<file path="config.mk">
export PLATFORM = sky130hd
export DESIGN_NAME = stick_to_attitude_quaternion
export DESIGN_NICKNAME = d
export VERILOG_FILES = /design/src/rtl/stq_pkg.sv /design/src/rtl/stq_mul.sv /design/src/rtl/stq_div.sv /design/src/rtl/stq_sqrt.sv /design/src/rtl/stq_cordic.sv /design/src/rtl/stick_to_attitude_quaternion.sv
export SDC_FILE = /design/constraint.sdc
export NUM_CORES = 2
export LEC_CHECK = 0
export BUFFER_PORTS_ARGS = -buffer_cell sky130_fd_sc_hd__buf_2
export CAP_MARGIN = 40
export CELL_PAD_IN_SITES_DETAIL_PLACEMENT = 1
export CELL_PAD_IN_SITES_GLOBAL_PLACEMENT = 2
export CORE_MARGIN = 4
export CORE_UTILIZATION = 37
export CTS_CLUSTER_SIZE = 8
export DETAILED_ROUTE_END_ITERATION = 7
export PLACE_DENSITY_LB_ADDON = 0.1
export SLEW_MARGIN = 20
export SYNTH_ARGS = -nofsm -noshare
export SYNTH_HDL_FRONTEND = slang
export SYNTH_SLANG_ARGS = --single-unit
</file>
<file path="constraint.sdc">
create_clock -name clock -period 8.2 [get_ports clock]
set_clock_uncertainty 0.1 [all_clocks]
set_input_delay 0.41 -clock clock [delete_from_list [all_inputs] [get_ports clock]]
set_output_delay 0.41 -clock clock [all_outputs]
set_load 0.05 [all_outputs]
</file>
<file path="src/rtl/stq_pkg.sv">
// Shared types, widths, constants and tables for the stick-to-quaternion block.
`default_nettype none
package stq_pkg;

   typedef struct packed {
      logic        [15:0] thrust_cmd;
      logic signed [15:0] roll_stick;
      logic signed [15:0] pitch_stick;
      logic signed [15:0] yaw_stick;
   } req_type;

   typedef struct packed {
      logic signed [15:0] quat_w;
      logic signed [15:0] quat_x;
      logic signed [15:0] quat_y;
      logic signed [15:0] quat_z;
   } rsp_type;

   localparam int APPROX_ITERATIONS_DEF = 16;
   localparam int ATAN_DEPTH = 24;

   localparam int GAIN_W  = 24;
   localparam int MAG_W   = 33;
   localparam int PROD_W  = 2 * MAG_W;
   localparam int DIGIT_W = 4;
   localparam int SUM_W   = 56;
   localparam int ROOT_W  = SUM_W / 2;
   localparam int ANG_W   = 35;
   localparam int CS_W    = 33;
   localparam int NUM_W   = 62;
   localparam int QUO_W   = 18;
   localparam int YAW_W   = 29;
   localparam int RAD_W   = 25;

   localparam logic        [15:0]       THRUST_MIN      = 16'd6554;
   localparam logic signed [15:0]       YAW_DEADBAND    = 16'sd1639;
   localparam logic signed [21:0]       DEG_LIMIT       = 22'sd983040;
   localparam logic        [26:0]       PI_OVER_180_Q32 = 27'd74961321;
   localparam logic signed [29:0]       YAW_LIMIT       = 30'sd134217728;
   localparam logic signed [ANG_W-1:0]  PI_Q30          = 35'sd3373259426;
   localparam logic        [32:0]       HALF_PI_Q30     = 33'd1686629713;
   localparam logic signed [CS_W-1:0]   CORDIC_GAIN_Q30 = 33'sd652032874;
   localparam logic        [GAIN_W-1:0] GAIN_RESET      = 24'd105414;

   function automatic logic [30:0] atan_q30(input logic [4:0] idx);
      logic [30:0] val;
      unique case (idx)
         5'd0:  val = 31'd843314857;
         5'd1:  val = 31'd497837829;
         5'd2:  val = 31'd263043837;
         5'd3:  val = 31'd133525159;
         5'd4:  val = 31'd67021687;
         5'd5:  val = 31'd33543516;
         5'd6:  val = 31'd16775851;
         5'd7:  val = 31'd8388437;
         5'd8:  val = 31'd4194283;
         5'd9:  val = 31'd2097149;
         5'd10: val = 31'd1048576;
         5'd11: val = 31'd524288;
         5'd12: val = 31'd262144;
         5'd13: val = 31'd131072;
         5'd14: val = 31'd65536;
         5'd15: val = 31'd32768;
         5'd16: val = 31'd16384;
         5'd17: val = 31'd8192;
         5'd18: val = 31'd4096;
         5'd19: val = 31'd2048;
         5'd20: val = 31'd1024;
         5'd21: val = 31'd512;
         5'd22: val = 31'd256;
         5'd23: val = 31'd128;
         default: val = 31'd0;
      endcase
      return val;
   endfunction

endpackage
`default_nettype wire

</file>
<file path="src/rtl/stq_mul.sv">
// Digit-serial unsigned multiplier, one 4-bit digit of the multiplier per cycle.
`default_nettype none
module stq_mul (
   input  logic                       clock,
   input  logic                       reset,
   input  logic                       start,
   input  logic [stq_pkg::MAG_W-1:0]  a,
   input  logic [stq_pkg::MAG_W-1:0]  b,
   output logic                       done,
   output logic [stq_pkg::PROD_W-1:0] product
);
   import stq_pkg::*;

   localparam int DIGITS = (MAG_W + DIGIT_W - 1) / DIGIT_W;
   localparam int BW     = DIGITS * DIGIT_W;
   localparam int AW     = MAG_W + BW;
   localparam int CW     = $clog2(DIGITS);
   localparam logic [CW-1:0] LAST = CW'(DIGITS - 1);

   logic [MAG_W-1:0]         a_ff;
   logic [BW-1:0]            b_ff, b_in;
   logic [AW-1:0]            acc_ff, acc_in;
   logic [CW-1:0]            cnt_ff, cnt_in;
   logic                     busy_ff, busy_in, done_ff, done_in;
   logic [MAG_W+DIGIT_W-1:0] part;

   always_comb begin
      part    = a_ff * b_ff[BW-1 -: DIGIT_W];
      acc_in  = (acc_ff << DIGIT_W) + AW'(part);
      b_in    = b_ff << DIGIT_W;
      cnt_in  = cnt_ff + 1'b1;
      busy_in = busy_ff && (cnt_ff != LAST);
      done_in = busy_ff && (cnt_ff == LAST);
   end

   always_ff @(posedge clock) begin
      if (reset) begin
         busy_ff <= 1'b0;
         done_ff <= 1'b0;
         cnt_ff  <= '0;
      end else if (start) begin
         busy_ff <= 1'b1;
         done_ff <= 1'b0;
         cnt_ff  <= '0;
      end else begin
         busy_ff <= busy_in;
         done_ff <= done_in;
         if (busy_ff) cnt_ff <= cnt_in;
      end
   end

   always_ff @(posedge clock) begin
      if (start) begin
         a_ff   <= a;
         b_ff   <= BW'(b);
         acc_ff <= '0;
      end else if (busy_ff) begin
         b_ff   <= b_in;
         acc_ff <= acc_in;
      end
   end

   assign done    = done_ff;
   assign product = acc_ff[PROD_W-1:0];

endmodule
`default_nettype wire

</file>
<file path="src/rtl/stq_div.sv">
// Restoring divider, one quotient bit per cycle.
`default_nettype none
module stq_div (
   input  logic                      clock,
   input  logic                      reset,
   input  logic                      start,
   input  logic [stq_pkg::NUM_W-1:0] numer,
   input  logic [stq_pkg::NUM_W-1:0] denom,
   output logic                      done,
   output logic [stq_pkg::QUO_W-1:0] quot
);
   import stq_pkg::*;

   localparam int CW = $clog2(QUO_W);
   localparam logic [CW-1:0] LAST = CW'(QUO_W - 1);

   logic [NUM_W-1:0] rem_ff, rem_in, d_ff;
   logic [QUO_W-1:0] q_ff, q_in;
   logic [CW-1:0]    cnt_ff;
   logic             busy_ff, done_ff, ge;

   always_comb begin
      ge     = rem_ff >= d_ff;
      rem_in = ge ? rem_ff - d_ff : rem_ff;
      q_in   = {q_ff[QUO_W-2:0], ge};
   end

   always_ff @(posedge clock) begin
      if (reset) begin
         busy_ff <= 1'b0;
         done_ff <= 1'b0;
         cnt_ff  <= '0;
      end else if (start) begin
         busy_ff <= 1'b1;
         done_ff <= 1'b0;
         cnt_ff  <= '0;
      end else begin
         busy_ff <= busy_ff && (cnt_ff != LAST);
         done_ff <= busy_ff && (cnt_ff == LAST);
         if (busy_ff) cnt_ff <= cnt_ff + 1'b1;
      end
   end

   always_ff @(posedge clock) begin
      if (start) begin
         rem_ff <= numer;
         d_ff   <= denom << (QUO_W - 1);
         q_ff   <= '0;
      end else if (busy_ff) begin
         rem_ff <= rem_in;
         d_ff   <= d_ff >> 1;
         q_ff   <= q_in;
      end
   end

   assign done = done_ff;
   assign quot = q_ff;

endmodule
`default_nettype wire

</file>
<file path="src/rtl/stq_sqrt.sv">
// Digit-by-digit integer square root, one result bit per cycle.
`default_nettype none
module stq_sqrt (
   input  logic                       clock,
   input  logic                       reset,
   input  logic                       start,
   input  logic [stq_pkg::SUM_W-1:0]  radicand,
   output logic                       done,
   output logic [stq_pkg::ROOT_W-1:0] root
);
   import stq_pkg::*;

   localparam int CW = $clog2(ROOT_W);
   localparam logic [CW-1:0] LAST = CW'(ROOT_W - 1);

   logic [SUM_W-1:0] v_ff, v_in, r_ff, r_in, bit_ff;
   logic [SUM_W:0]   trial;
   logic [CW-1:0]    cnt_ff;
   logic             busy_ff, done_ff, ge;

   always_comb begin
      trial = {1'b0, r_ff} + {1'b0, bit_ff};
      ge    = {1'b0, v_ff} >= trial;
      v_in  = ge ? v_ff - trial[SUM_W-1:0] : v_ff;
      r_in  = ge ? (r_ff >> 1) + bit_ff : r_ff >> 1;
   end

   always_ff @(posedge clock) begin
      if (reset) begin
         busy_ff <= 1'b0;
         done_ff <= 1'b0;
         cnt_ff  <= '0;
      end else if (start) begin
         busy_ff <= 1'b1;
         done_ff <= 1'b0;
         cnt_ff  <= '0;
      end else begin
         busy_ff <= busy_ff && (cnt_ff != LAST);
         done_ff <= busy_ff && (cnt_ff == LAST);
         if (busy_ff) cnt_ff <= cnt_ff + 1'b1;
      end
   end

   always_ff @(posedge clock) begin
      if (start) begin
         v_ff   <= radicand;
         r_ff   <= '0;
         bit_ff <= SUM_W'(1) << (SUM_W - 2);
      end else if (busy_ff) begin
         v_ff   <= v_in;
         r_ff   <= r_in;
         bit_ff <= bit_ff >> 2;
      end
   end

   assign done = done_ff;
   assign root = r_ff[ROOT_W-1:0];

endmodule
`default_nettype wire

</file>
<file path="src/rtl/stq_cordic.sv">
// Rotation-mode CORDIC for sine and cosine, one micro-rotation per cycle.
`default_nettype none
module stq_cordic #(
   parameter int ITERATIONS = stq_pkg::APPROX_ITERATIONS_DEF
) (
   input  logic                            clock,
   input  logic                            reset,
   input  logic                            start,
   input  logic signed [stq_pkg::ANG_W-1:0] angle,
   output logic                            done,
   output logic signed [stq_pkg::CS_W-1:0] cos_out,
   output logic signed [stq_pkg::CS_W-1:0] sin_out
);
   import stq_pkg::*;

   localparam int STEPS = (ITERATIONS < ATAN_DEPTH) ? ITERATIONS : ATAN_DEPTH;
   localparam int CW = $clog2(STEPS);
   localparam logic [CW-1:0] LAST = CW'(STEPS - 1);

   logic signed [CS_W-1:0]  x_ff, y_ff, x_in, y_in, dx, dy;
   logic signed [ANG_W-1:0] z_ff, z_in, step;
   logic [CW-1:0]           i_ff;
   logic                    busy_ff, done_ff, z_pos;

   always_comb begin
      dx    = y_ff >>> i_ff;
      dy    = x_ff >>> i_ff;
      step  = $signed({{(ANG_W-31){1'b0}}, atan_q30(5'(i_ff))});
      z_pos = !z_ff[ANG_W-1];
      x_in  = z_pos ? x_ff - dx : x_ff + dx;
      y_in  = z_pos ? y_ff + dy : y_ff - dy;
      z_in  = z_pos ? z_ff - step : z_ff + step;
   end

   always_ff @(posedge clock) begin
      if (reset) begin
         busy_ff <= 1'b0;
         done_ff <= 1'b0;
         i_ff    <= '0;
      end else if (start) begin
         busy_ff <= 1'b1;
         done_ff <= 1'b0;
         i_ff    <= '0;
      end else begin
         busy_ff <= busy_ff && (i_ff != LAST);
         done_ff <= busy_ff && (i_ff == LAST);
         if (busy_ff) i_ff <= i_ff + 1'b1;
      end
   end

   always_ff @(posedge clock) begin
      if (start) begin
         x_ff <= CORDIC_GAIN_Q30;
         y_ff <= '0;
         z_ff <= angle;
      end else if (busy_ff) begin
         x_ff <= x_in;
         y_ff <= y_in;
         z_ff <= z_in;
      end
   end

   assign done    = done_ff;
   assign cos_out = x_ff;
   assign sin_out = y_ff;

endmodule
`default_nettype wire

</file>
<file path="src/rtl/stick_to_attitude_quaternion.sv">
// Stick-to-attitude quaternion top level: sequencer, yaw state, shared arithmetic units.
//
// One stick request in, one Q1.15 attitude quaternion out. Requests are taken one at a
// time; each goes through three digit-serial multiplies for yaw, roll and pitch, three
// squares, a square root, a CORDIC and three multiply-divide pairs. Yaw work is skipped
// at low thrust or inside the yaw deadband, and everything after the square root when
// the rotation is zero.
// A finished quaternion waits in the output register while the next request is taken.
// The user must write yaw_gain through csr_wr_en/csr_wr_data only while the block is
// idle; the block itself does not enforce this.
`default_nettype none
module stick_to_attitude_quaternion #(
   parameter int APPROX_ITERATIONS = stq_pkg::APPROX_ITERATIONS_DEF
) (
   input  logic                       clock,
   input  logic                       reset,
   input  logic                       req_valid,
   output logic                       req_stall,
   input  stq_pkg::req_type           req_data,
   output logic                       rsp_valid,
   input  logic                       rsp_stall,
   output stq_pkg::rsp_type           rsp_data,
   input  logic                       csr_wr_en,
   input  logic [stq_pkg::GAIN_W-1:0] csr_wr_data
);
   import stq_pkg::*;

   typedef enum logic [8:0] {
      ST_IDLE = 9'b000000001,
      ST_YAW  = 9'b000000010,
      ST_RAD  = 9'b000000100,
      ST_SQR  = 9'b000001000,
      ST_ROOT = 9'b000010000,
      ST_ROT  = 9'b000100000,
      ST_PROD = 9'b001000000,
      ST_DIV  = 9'b010000000,
      ST_OUT  = 9'b100000000
   } state_type;

   function automatic logic signed [15:0] sat_signed(input logic neg, input logic [18:0] q);
      logic signed [15:0] r;
      if (neg) r = (q > 19'd32768) ? -16'sd32768 : 16'(-q);
      else     r = (q > 19'd32767) ? 16'sd32767 : 16'(q);
      return r;
   endfunction

   state_type state_ff, state_in;
   logic [1:0] idx_ff, idx_in;
   logic go_ff, go_in;
   logic [GAIN_W-1:0] gain_ff, gain_in;
   logic signed [YAW_W-1:0] yaw_ff, yaw_in;
   logic signed [15:0] roll_ff, pitch_ff, ys_ff;
   logic signed [RAD_W-1:0] rx_ff, rx_in, ry_ff, ry_in;
   logic [SUM_W-1:0] sum_ff, sum_in;
   logic [ROOT_W-1:0] n_ff, n_in;
   logic signed [ANG_W-1:0] angle_ff, angle_in;
   logic flip_ff, flip_in, sign_ff, sign_in;
   logic signed [CS_W-1:0] sin_ff, sin_in;
   logic [NUM_W-1:0] num_ff, num_in;
   rsp_type res_ff, res_in, rsp_ff, rsp_in;
   logic rsp_valid_ff, rsp_valid_in, load;
   logic req_accept, low_thrust, yaw_active;

   logic [MAG_W-1:0] mul_a, mul_b;
   logic [PROD_W-1:0] mul_product;
   logic mul_done, sqrt_done, cordic_done, div_done;
   logic [ROOT_W-1:0] root;
   logic signed [CS_W-1:0] cos_val, sin_val;
   logic [QUO_W-1:0] quot;

   logic [15:0] ys_mag;
   logic signed [15:0] stick_sel;
   logic signed [21:0] deg_raw, deg_clamp, deg_neg_val;
   logic [19:0] deg_mag;
   logic signed [YAW_W-1:0] comp_sel;
   logic [YAW_W-1:0] comp_mag;
   logic [CS_W-1:0] sin_mag;
   logic signed [41:0] yaw_prod, yaw_inc;
   logic signed [29:0] yaw_sum;
   logic [47:0] rad_round;
   logic [RAD_W-1:0] rad_mag;
   logic signed [RAD_W-1:0] rad_val;
   logic [32:0] half_ang;
   logic signed [33:0] cos_adj;
   logic [33:0] cos_mag;
   logic [33:0] cos_rnd;
   logic signed [15:0] div_res;

   assign req_stall  = state_ff != ST_IDLE;
   assign req_accept = req_valid && !req_stall;
   assign low_thrust = req_data.thrust_cmd < THRUST_MIN;
   assign yaw_active = (req_data.yaw_stick >= YAW_DEADBAND)
                    || (req_data.yaw_stick <= -YAW_DEADBAND);

   // operand preparation
   always_comb begin
      ys_mag      = ys_ff[15] ? 16'(-ys_ff) : 16'(ys_ff);
      stick_sel   = idx_ff[0] ? pitch_ff : roll_ff;
      deg_raw     = (22'(stick_sel) <<< 5) + (22'(stick_sel) <<< 3)
                  + (22'(stick_sel) <<< 2) + 22'(stick_sel);
      deg_neg_val = -DEG_LIMIT;
      if (deg_raw > DEG_LIMIT)        deg_clamp = DEG_LIMIT;
      else if (deg_raw < deg_neg_val) deg_clamp = deg_neg_val;
      else                            deg_clamp = deg_raw;
      deg_mag = deg_clamp[21] ? 20'(-deg_clamp) : 20'(deg_clamp);
      unique case (idx_ff)
         2'd0:    comp_sel = YAW_W'(rx_ff);
         2'd1:    comp_sel = YAW_W'(ry_ff);
         default: comp_sel = yaw_ff;
      endcase
      comp_mag = comp_sel[YAW_W-1] ? YAW_W'(-comp_sel) : YAW_W'(comp_sel);
      sin_mag  = sin_ff[CS_W-1] ? CS_W'(-sin_ff) : CS_W'(sin_ff);
      mul_a = MAG_W'(comp_mag);
      mul_b = sin_mag;
      unique case (state_ff)
         ST_YAW: begin
            mul_a = MAG_W'(ys_mag);
            mul_b = MAG_W'(gain_ff);
         end
         ST_RAD: begin
            mul_a = MAG_W'(deg_mag);
            mul_b = MAG_W'(PI_OVER_180_Q32);
         end
         ST_SQR: begin
            mul_a = MAG_W'(comp_mag);
            mul_b = MAG_W'(comp_mag);
         end
         default: ;
      endcase
   end

   // result post-processing
   always_comb begin
      yaw_prod  = ys_ff[15] ? -$signed({2'b00, mul_product[39:0]})
                            : $signed({2'b00, mul_product[39:0]});
      yaw_inc   = (yaw_prod + 42'sd16384) >>> 15;
      yaw_sum   = 30'(yaw_ff) + yaw_inc[29:0];
      rad_round = (mul_product[47:0] + 48'd4194304) >> 23;
      rad_mag   = {1'b0, rad_round[23:0]};
      rad_val   = deg_clamp[21] ? -$signed(rad_mag) : $signed(rad_mag);
      half_ang  = {root, 5'b00000};
      cos_adj   = flip_ff ? -34'(cos_val) : 34'(cos_val);
      cos_mag   = cos_adj[33] ? 34'(-cos_adj) : 34'(cos_adj);
      cos_rnd   = (cos_mag + 34'd16384) >> 15;
      div_res   = sat_signed(sign_ff, {1'b0, quot});
   end

   always_comb begin
      state_in = state_ff;
      idx_in   = idx_ff;
      go_in    = 1'b0;
      yaw_in   = yaw_ff;
      rx_in    = rx_ff;
      ry_in    = ry_ff;
      sum_in   = sum_ff;
      n_in     = n_ff;
      angle_in = angle_ff;
      flip_in  = flip_ff;
      sin_in   = sin_ff;
      num_in   = num_ff;
      sign_in  = sign_ff;
      res_in   = res_ff;
      load     = 1'b0;
      unique case (state_ff)
         ST_IDLE: begin
            if (req_accept) begin
               go_in  = 1'b1;
               idx_in = 2'd0;
               if (low_thrust) begin
                  yaw_in   = '0;
                  state_in = ST_RAD;
               end else if (yaw_active) begin
                  state_in = ST_YAW;
               end else begin
                  state_in = ST_RAD;
               end
            end
         end
         ST_YAW: begin
            if (mul_done) begin
               if (yaw_sum > YAW_LIMIT)       yaw_in = YAW_W'(YAW_LIMIT);
               else if (yaw_sum < -YAW_LIMIT) yaw_in = YAW_W'(-YAW_LIMIT);
               else                           yaw_in = YAW_W'(yaw_sum);
               state_in = ST_RAD;
               go_in    = 1'b1;
            end
         end
         ST_RAD: begin
            if (mul_done) begin
               go_in = 1'b1;
               if (idx_ff[0]) begin
                  ry_in    = rad_val;
                  idx_in   = 2'd0;
                  sum_in   = '0;
                  state_in = ST_SQR;
               end else begin
                  rx_in  = rad_val;
                  idx_in = 2'd1;
               end
            end
         end
         ST_SQR: begin
            if (mul_done) begin
               sum_in = sum_ff + mul_product[SUM_W-1:0];
               go_in  = 1'b1;
               if (idx_ff == 2'd2) state_in = ST_ROOT;
               else idx_in = idx_ff + 2'd1;
            end
         end
         ST_ROOT: begin
            if (sqrt_done) begin
               n_in = root;
               if (root == '0) begin
                  res_in.quat_w = 16'sd32767;
                  res_in.quat_x = '0;
                  res_in.quat_y = '0;
                  res_in.quat_z = '0;
                  state_in      = ST_OUT;
               end else begin
                  flip_in  = half_ang > HALF_PI_Q30;
                  angle_in = flip_in ? PI_Q30 - $signed({2'b00, half_ang})
                                     : $signed({2'b00, half_ang});
                  go_in    = 1'b1;
                  state_in = ST_ROT;
               end
            end
         end
         ST_ROT: begin
            if (cordic_done) begin
               res_in.quat_w = sat_signed(cos_adj[33], cos_rnd[18:0]);
               sin_in        = sin_val;
               idx_in        = 2'd0;
               go_in         = 1'b1;
               state_in      = ST_PROD;
            end
         end
         ST_PROD: begin
            if (mul_done) begin
               num_in   = NUM_W'(mul_product) + NUM_W'({n_ff, 14'b0});
               sign_in  = comp_sel[YAW_W-1] ^ sin_ff[CS_W-1];
               go_in    = 1'b1;
               state_in = ST_DIV;
            end
         end
         ST_DIV: begin
            if (div_done) begin
               unique case (idx_ff)
                  2'd0:    res_in.quat_x = div_res;
                  2'd1:    res_in.quat_y = div_res;
                  default: res_in.quat_z = div_res;
               endcase
               if (idx_ff == 2'd2) begin
                  state_in = ST_OUT;
               end else begin
                  idx_in   = idx_ff + 2'd1;
                  go_in    = 1'b1;
                  state_in = ST_PROD;
               end
            end
         end
         ST_OUT: begin
            if (!rsp_valid_ff || !rsp_stall) begin
               load     = 1'b1;
               state_in = ST_IDLE;
            end
         end
         default: state_in = ST_IDLE;
      endcase
      rsp_valid_in = load || (rsp_valid_ff && rsp_stall);
      rsp_in       = load ? res_ff : rsp_ff;
      gain_in      = csr_wr_en ? csr_wr_data : gain_ff;
   end

   always_ff @(posedge clock) begin
      if (reset) begin
         state_ff     <= ST_IDLE;
         idx_ff       <= '0;
         go_ff        <= 1'b0;
         gain_ff      <= GAIN_RESET;
         yaw_ff       <= '0;
         rsp_valid_ff <= 1'b0;
      end else begin
         state_ff     <= state_in;
         idx_ff       <= idx_in;
         go_ff        <= go_in;
         gain_ff      <= gain_in;
         yaw_ff       <= yaw_in;
         rsp_valid_ff <= rsp_valid_in;
      end
   end

   always_ff @(posedge clock) begin
      if (req_accept) begin
         roll_ff  <= req_data.roll_stick;
         pitch_ff <= req_data.pitch_stick;
         ys_ff    <= req_data.yaw_stick;
      end
      rx_ff    <= rx_in;
      ry_ff    <= ry_in;
      sum_ff   <= sum_in;
      n_ff     <= n_in;
      angle_ff <= angle_in;
      flip_ff  <= flip_in;
      sin_ff   <= sin_in;
      num_ff   <= num_in;
      sign_ff  <= sign_in;
      res_ff   <= res_in;
      rsp_ff   <= rsp_in;
   end

   stq_mul u_mul (
      .clock   (clock),
      .reset   (reset),
      .start   (go_ff && (state_ff == ST_YAW || state_ff == ST_RAD
                          || state_ff == ST_SQR || state_ff == ST_PROD)),
      .a       (mul_a),
      .b       (mul_b),
      .done    (mul_done),
      .product (mul_product)
   );

   stq_sqrt u_sqrt (
      .clock    (clock),
      .reset    (reset),
      .start    (go_ff && state_ff == ST_ROOT),
      .radicand (sum_ff),
      .done     (sqrt_done),
      .root     (root)
   );

   stq_cordic #(.ITERATIONS(APPROX_ITERATIONS)) u_cordic (
      .clock   (clock),
      .reset   (reset),
      .start   (go_ff && state_ff == ST_ROT),
      .angle   (angle_ff),
      .done    (cordic_done),
      .cos_out (cos_val),
      .sin_out (sin_val)
   );

   stq_div u_div (
      .clock (clock),
      .reset (reset),
      .start (go_ff && state_ff == ST_DIV),
      .numer (num_ff),
      .denom (NUM_W'({n_ff, 15'b0})),
      .done  (div_done),
      .quot  (quot)
   );

   assign rsp_valid = rsp_valid_ff;
   assign rsp_data  = rsp_ff;

   a_yaw_range: assert property (@(posedge clock) disable iff (reset)
      (30'(yaw_ff) <= YAW_LIMIT) && (30'(yaw_ff) >= -YAW_LIMIT))
      else $error("yaw angle out of range");

   a_low_thrust_clear: assert property (@(posedge clock) disable iff (reset)
      req_accept && low_thrust |=> yaw_ff == '0)
      else $error("yaw angle not cleared at low thrust");

   a_mul_done_state: assert property (@(posedge clock) disable iff (reset)
      mul_done |-> (state_ff == ST_YAW || state_ff == ST_RAD
                    || state_ff == ST_SQR || state_ff == ST_PROD))
      else $error("multiplier finished outside a multiply step");

   a_rsp_from_out: assert property (@(posedge clock) disable iff (reset)
      $rose(rsp_valid_ff) |-> $past(state_ff == ST_OUT))
      else $error("response loaded outside output step");

endmodule
`default_nettype wire

</file>
---- After elaboration in Yosys (flattened, before gate mapping) ----
Memory sizes are Yosys's and may differ from the RTL's. A register that Yosys moved wholly into a read port is not among the register bits.
Index checks and enable logic that the tools add are counted.
operators by class
  equality and inequality tests ........... 36
  shift-type cells ........................ 2
  multipliers ............................. 1
  $add $sub $neg .......................... 36
  reductions and logical operators ........ 58
  muxes and demuxes ....................... 96
  $lt $le $gt $ge ......................... 14
  bitwise operators ....................... 3
operators by type and width
  operator          number
  $mux W56          7
  $mux W33          6
  $mux W16          12
  $mux W62          3
  $mux W29          6
  $pmux W29 S2      3
  $mux W64          2
  $mux W60          2
  $mux W9           13
  $pmux W56 S2      1
  $mux W35          3
  $pmux W33 S3      1
  $pmux W48 S2      1
  $pmux W9 S9       1
  $mux W34          2
  $add A33 B33 Y33  2
  $sshr A33 B4 Y33  2
  $sub A33 B33 Y33  2
  $add A62 B37 Y62  1
  $add A62 B42 Y62  1
  $ge A62 B60 Y1    1
  $sub A62 B60 Y62  1
  $add A56 B55 Y57  1
  $ge A56 B57 Y1    1
  84 further kinds  171
word-level totals
  register bits ........................... 1,045
  word-level logic and storage cells ...... 300
  memories kept ........................... 1
  bits of input ports ..................... 93
  bits in read-only memories .............. 480
  output and inout bits ................... 66
memory list
  name             words  bits a word  rd ports  clocked after memory_dff  write ports  RTL line       source
  (no name shown)  16     30           1         1                         0            stq_pkg.sv:47  unique case (idx)

---- Depth between registers and ports, before layout ----
  depth in word-level cells ............... 10
  depth in mapped cells ................... 33
  gate-level depth less buffers ........... 29

---- Hierarchy ----
From an unflattened synthesis, not the netlist that was laid out.
second synthesis, totals
  cell total of the unflattened synthesis .. 9,045
  area total of the unflattened synthesis .. 82,793.2 µm²
modules (own cells, without submodules)
  module                        sequential area each (µm²)  area each (µm²)  times used  cells an instance
  stick_to_attitude_quaternion  14,443.9                    33,298.2         1           3,321
  stq_cordic                    3,052.9                     15,544.9         1           1,879
  stq_sqrt                      3,503.4                     12,798.5         1           1,589
  stq_mul                       3,483.3                     10,980.5         1           1,148
  stq_div                       4,053.9                     10,171.0         1           1,108

---- Worst setup path after synthesis ----
OpenSTA, ideal clock, no wires.
  kind .................................... register -> register
  from .................................... reg idx_ff[0]
  to ...................................... reg u_mul.a_ff[8] (data pin)
  arrival ................................. 7.415 ns
  path buffers ............................ 5
  library setup time ...................... 0.259 ns
  stages on the path, launching flop included .. 30
  required time ........................... 7.841 ns
  setup slack ............................. 0.426 ns
  period minus slack after synthesis ...... 7.774 ns
  cells stage by stage .................... dfxtp_1 > clkbuf_1 > buf_1 > buf_1 > mux2i_1 > fa_1 > inv_1 > fa_1 > ha_1 > a21o_1 > a21oi_1 > o21ai_0 > a21oi_1 > o21bai_1 > a211o_1 > o211ai_1 > or4b_2 > o311a_1 > nand2_1 > nor2_1 > a211o_1 > ha_1 > clkbuf_1 > nor2_1 > nand2_1 > ha_1 > clkbuf_1 > a21oi_1 > nor2_1 > a211o_1
on the way
  word-level cells in the longest chain between the ends .. 10
  elaborated cells between the ends (all ways) .. 16
  those cells by class .................... add/sub (5); order compare (2); eq/ne (1); mux (7); reduce/logical (1)
RTL lines
  item                    RTL line                             source
  from (decl)             stick_to_attitude_quaternion.sv:48   logic [1:0] idx_ff, idx_in;
  from (signal assigned)  stick_to_attitude_quaternion.sv:284  idx_ff <= idx_in;
  $mux W16                stick_to_attitude_quaternion.sv:98   stick_sel = idx_ff[0] ? pitch_ff : roll_ff;
  $add A21 B19 Y22        stick_to_attitude_quaternion.sv:99   deg_raw = (22'(stick_sel) <<< 5) + (22'(stick_sel) <<< 3)
  $add A22 B18 Y22        stick_to_attitude_quaternion.sv:100  + (22'(stick_sel) <<< 2) + 22'(stick_sel);
  $add A22 B16 Y22        stick_to_attitude_quaternion.sv:100
  $lt A22 B21 Y1          stick_to_attitude_quaternion.sv:103  else if (deg_raw < deg_neg_val) deg_clamp = deg_neg_val;
  $mux W22                stick_to_attitude_quaternion.sv:103
  $mux W22                stick_to_attitude_quaternion.sv:102  if (deg_raw > DEG_LIMIT) deg_clamp = DEG_LIMIT;
  $neg A20 Y20            stick_to_attitude_quaternion.sv:105  deg_mag = deg_clamp[21] ? 20'(-deg_clamp) : 20'(deg_clamp);
  $mux W20                stick_to_attitude_quaternion.sv:105
  $pmux W29 S2 *          stick_to_attitude_quaternion.sv:115  unique case (state_ff)
  net mul_a[8]            stick_to_attitude_quaternion.sv:64   logic [MAG_W-1:0] mul_a, mul_b;
  to (signal assigned)    stq_mul.sv:54                        a_ff <= a;
  to (decl)               stq_mul.sv:20                        logic [MAG_W-1:0] a_ff;
The timed path passes the listed nets; every way through them passes the cells marked *.
A chain may end at the register's enable or synchronous reset.

---- Worst setup path after layout ----
  from .................................... reg idx_ff[0]
  to ...................................... reg u_mul.a_ff[18] (data pin)
The elaborated chain is that of the path after synthesis.

==> metrics <==
Pins Over Slew Limit 0; footprint of the multi-input gates 46,100 um^2; Relative slew margins 40.8%; fin crit share 94.1%; drt first pass iters 7; fin crit period 7720 ps; DR vias/cell 5.60; Crit-path slowest cell mux2i_1; WS Path Type reg -> reg; Post-synth EDFFs 680; Overflow after GRT 0; Fillers 23,600; Starting Density 37.2%; final WL 271 mm; syn nets 9,106; drt drc 0; depth of the worst hold-timing path 3; CTS H-Tree Depth 4; post-synthesis cell count 8,412; synthesis-to-finish area growth 13.5%; synthesized area 77,000 um^2; Yosys top cell by area edfxtp_1; layout cells sized above 1 9.01%; Clock Latency Late Sink 830 ps; post-synth top area share 26.5%; Port Buffers 157; Num Clock Sinks 1,065; Final Wtd Congestion 0.876; DR vias 64,600; antenna violations before repair 36; Final HPWL DP 206 mm; cell mode on critical path o21ai_0; Synth Area per Inst 9.15 um^2; Peak VDD IR 0.437 mV; TNS Setup 0 ps; DIE AREA 215,000 um^2; postcts setup bufs 0; Seq/Total Area, Yosys 36.5%; largest net degree at the start of global routing 74; Die Height 464 um; crit-path max cell delay 580 ps; root buf cell clkbuf_16; Worst-Margin Slew 879 ps; placed insts 11,100; first-pass GRT wire length 412 mm; crit path DAT 8130 ps; unrepaired setup endpoints after global routing no; number of max-cap violations 0; status complete, no violations; post-synth cell types 114; nets 9,298; Critical Path RT 8610 ps; flops & latches, synth 1,065; vias in the first global route 66,100; GRT Total Usage 24.5%; critical path capture point type flip-flop; Fmax 0.130 GHz; Post-Layout Cell Count 11,500; worst min path class in -> reg; # IOs 159; Core ar. 207,000 um^2; leakage power 33.6 nW; DRT antenna net count 0; total CTS buffers 157; CTS tree yes; Ys Warns 0; worst reg-to-reg setup slack 480 ps; Synth area leaders edfxtp_1, dfxtp_1, ha_1; CTS clk-pin slew, worst paths 50 ps; Sequential Area 28,200 um^2; CTS Buffer Depth 3; final setup vio count 0; Fin Hold WS 159 ps; ys flop type edfxtp_1; reg2reg path depth 27; Post-synth ARST share 0%; Die Span X 464 um; Worst setup SP type flip-flop; Final Hold Fails 0; routed len/inst 23.5 um; Power Dens Cells 335 nW/um^2; crit-path max FO 16; row count 167; DRT iter0 DRCs 4,415
[placed cells by master, fill, tap and decap left out, types with 96 or more instances in the layout]
master       n
nor2b_1    100
inv_1      355
nor2_1     803
nand2_1    772
xnor2_1    432
o21ai_0    544
and2_1     111
edfxtp_1   680
ha_1       483
a21oi_1    672
mux2i_1    230
buf_4      161
clkbuf_16  157
fa_1       117
and3_1      96
xor2_1     363
buf_2      158
nor3_1     190
nand3_1    134
dfxtp_1    376
a31oi_1    111
clkbuf_1   103
a21o_1     173
[path summary, 6_finish.rpt]
| path | start | endpoint |
|---|---|---|
| setup / recovery | idx_ff[0]$_SDFFE_PP0P_ | u_mul.a_ff[18]$_DFFE_PP_ |
| hold / removal | csr_wr_en | gain_ff[14]$_SDFFE_PP0P_ |
| setup reg to reg | idx_ff[0]$_SDFFE_PP0P_ | u_mul.a_ff[18]$_DFFE_PP_ |
| hold reg to reg | res_ff[16]$_SDFFCE_PN0P_ | rsp_data[16]$_DFFE_PP_ |
[registers in the layout, indices dropped and copies added, names as in the netlist, 30 cells and up]
name              cells
sum_ff               56
res_ff               64
num_ff               62
u_cordic.z_ff        35
u_div.rem_ff         62
u_mul.acc_ff         62
u_sqrt.r_ff          56
rsp_data             64
u_sqrt.v_ff          56
u_cordic.cos_out     33
u_div.d_ff           60
sin_ff               33
angle_ff             30
u_cordic.sin_out     33
u_mul.b_ff           36
[stage by stage]
step	utilization [%]	cell area [um^2]	power (mW)	setup slack (ps)
after floorplan	-	77000	18.2	426
after global placement	39.2	81100	22.4	273
after detailed placement	39.3	81400	22.8	221
after CTS	42.1	87100	29.5	111
after global routing	42.2	87400	31.6	44.8
final	42.2	87400	29.3	481
[what timing repair did]
action                                  4_1_cts  5_1_grt
hold endpoints to repair                     78        0
resized for setup                             0        4
endpoints found under the setup margin        0       59
hold buffers                                 81        0
[per-layer routing]
layer  vias up  part of all wire, %  global-route usage (%)
met2      1083                   47                    40.2
met4         2                  2.4                    5.98
met5         -               0.0037                       0
met3       307                  4.2                    3.10
met1     32400                   47                    34.1
li1      30800                    -                       -
[critical path: cells and delay by family, from the launching register on]
family / cells / cell delay (ps)
AO/OA/AOI/OAI: 11 / 2380
adder cells (fa/ha/maj): 5 / 2000
buffers and inverters: 3 / 520
flip-flops: 1 / 570
multiplexers: 2 / 750
AND/OR/NAND/NOR: 6 / 1030
[cells in the mapped netlist (34+ instances only)]
cell type / n
o21a_1: 93
a31oi_1: 111
nor3_1: 190
buf_1: 47
nand4_1: 68
o21ai_0: 547
nor4_1: 50
a21o_1: 173
a211oi_1: 64
dfxtp_1: 385
nand2b_1: 92
mux4_2: 62
and3_1: 96
xor2_1: 363
clkbuf_1: 330
ha_1: 484
nor3b_1: 34
or2_2: 46
o31ai_1: 54
or3_1: 68
fa_1: 117
and2_1: 113
a21oi_1: 674
xnor2_1: 432
nor2b_1: 102
nand2_1: 778
edfxtp_1: 680
o21bai_1: 67
inv_1: 356
nand3_1: 134
nor2_1: 804
mux2i_1: 230
[power breakdown]
group | switching, mW | total (mW) | internal, mW
Clock | 2.74 | 6.52 | 3.77
Combinational | 9.18 | 15.3 | 6.09
Sequential | 1.05 | 7.52 | 6.47
[cell families (layout without fill, tap and decap cells)]
logic type,Yosys count,count (layout),synth area share (%)
adders and majority gates,602,602,10.9
muxes,324,324,5.28
AOI/OAI and AO/OA,2183,2183,17.8
DFF,1065,1065,36.5
and+or+nand+nor,2686,2686,16.6
buffers and inverters,754,1075,3.75
other,0,17,0
xor gates and xnor gates,798,798,9.11
[layout make-up]
cell class	instances	area share (%)
Tap cell	2788	3.99
Inverter	358	1.54
Timing Repair Buffer	429	3.78
Clock buffer	268	5.06
Multi-Input combinational cell	6593	52.8
Clock inverter	20	0.593
Antenna cell	17	0.0487
Sequential cell	1065	32.2
Power figures use the tool's default switching activity.
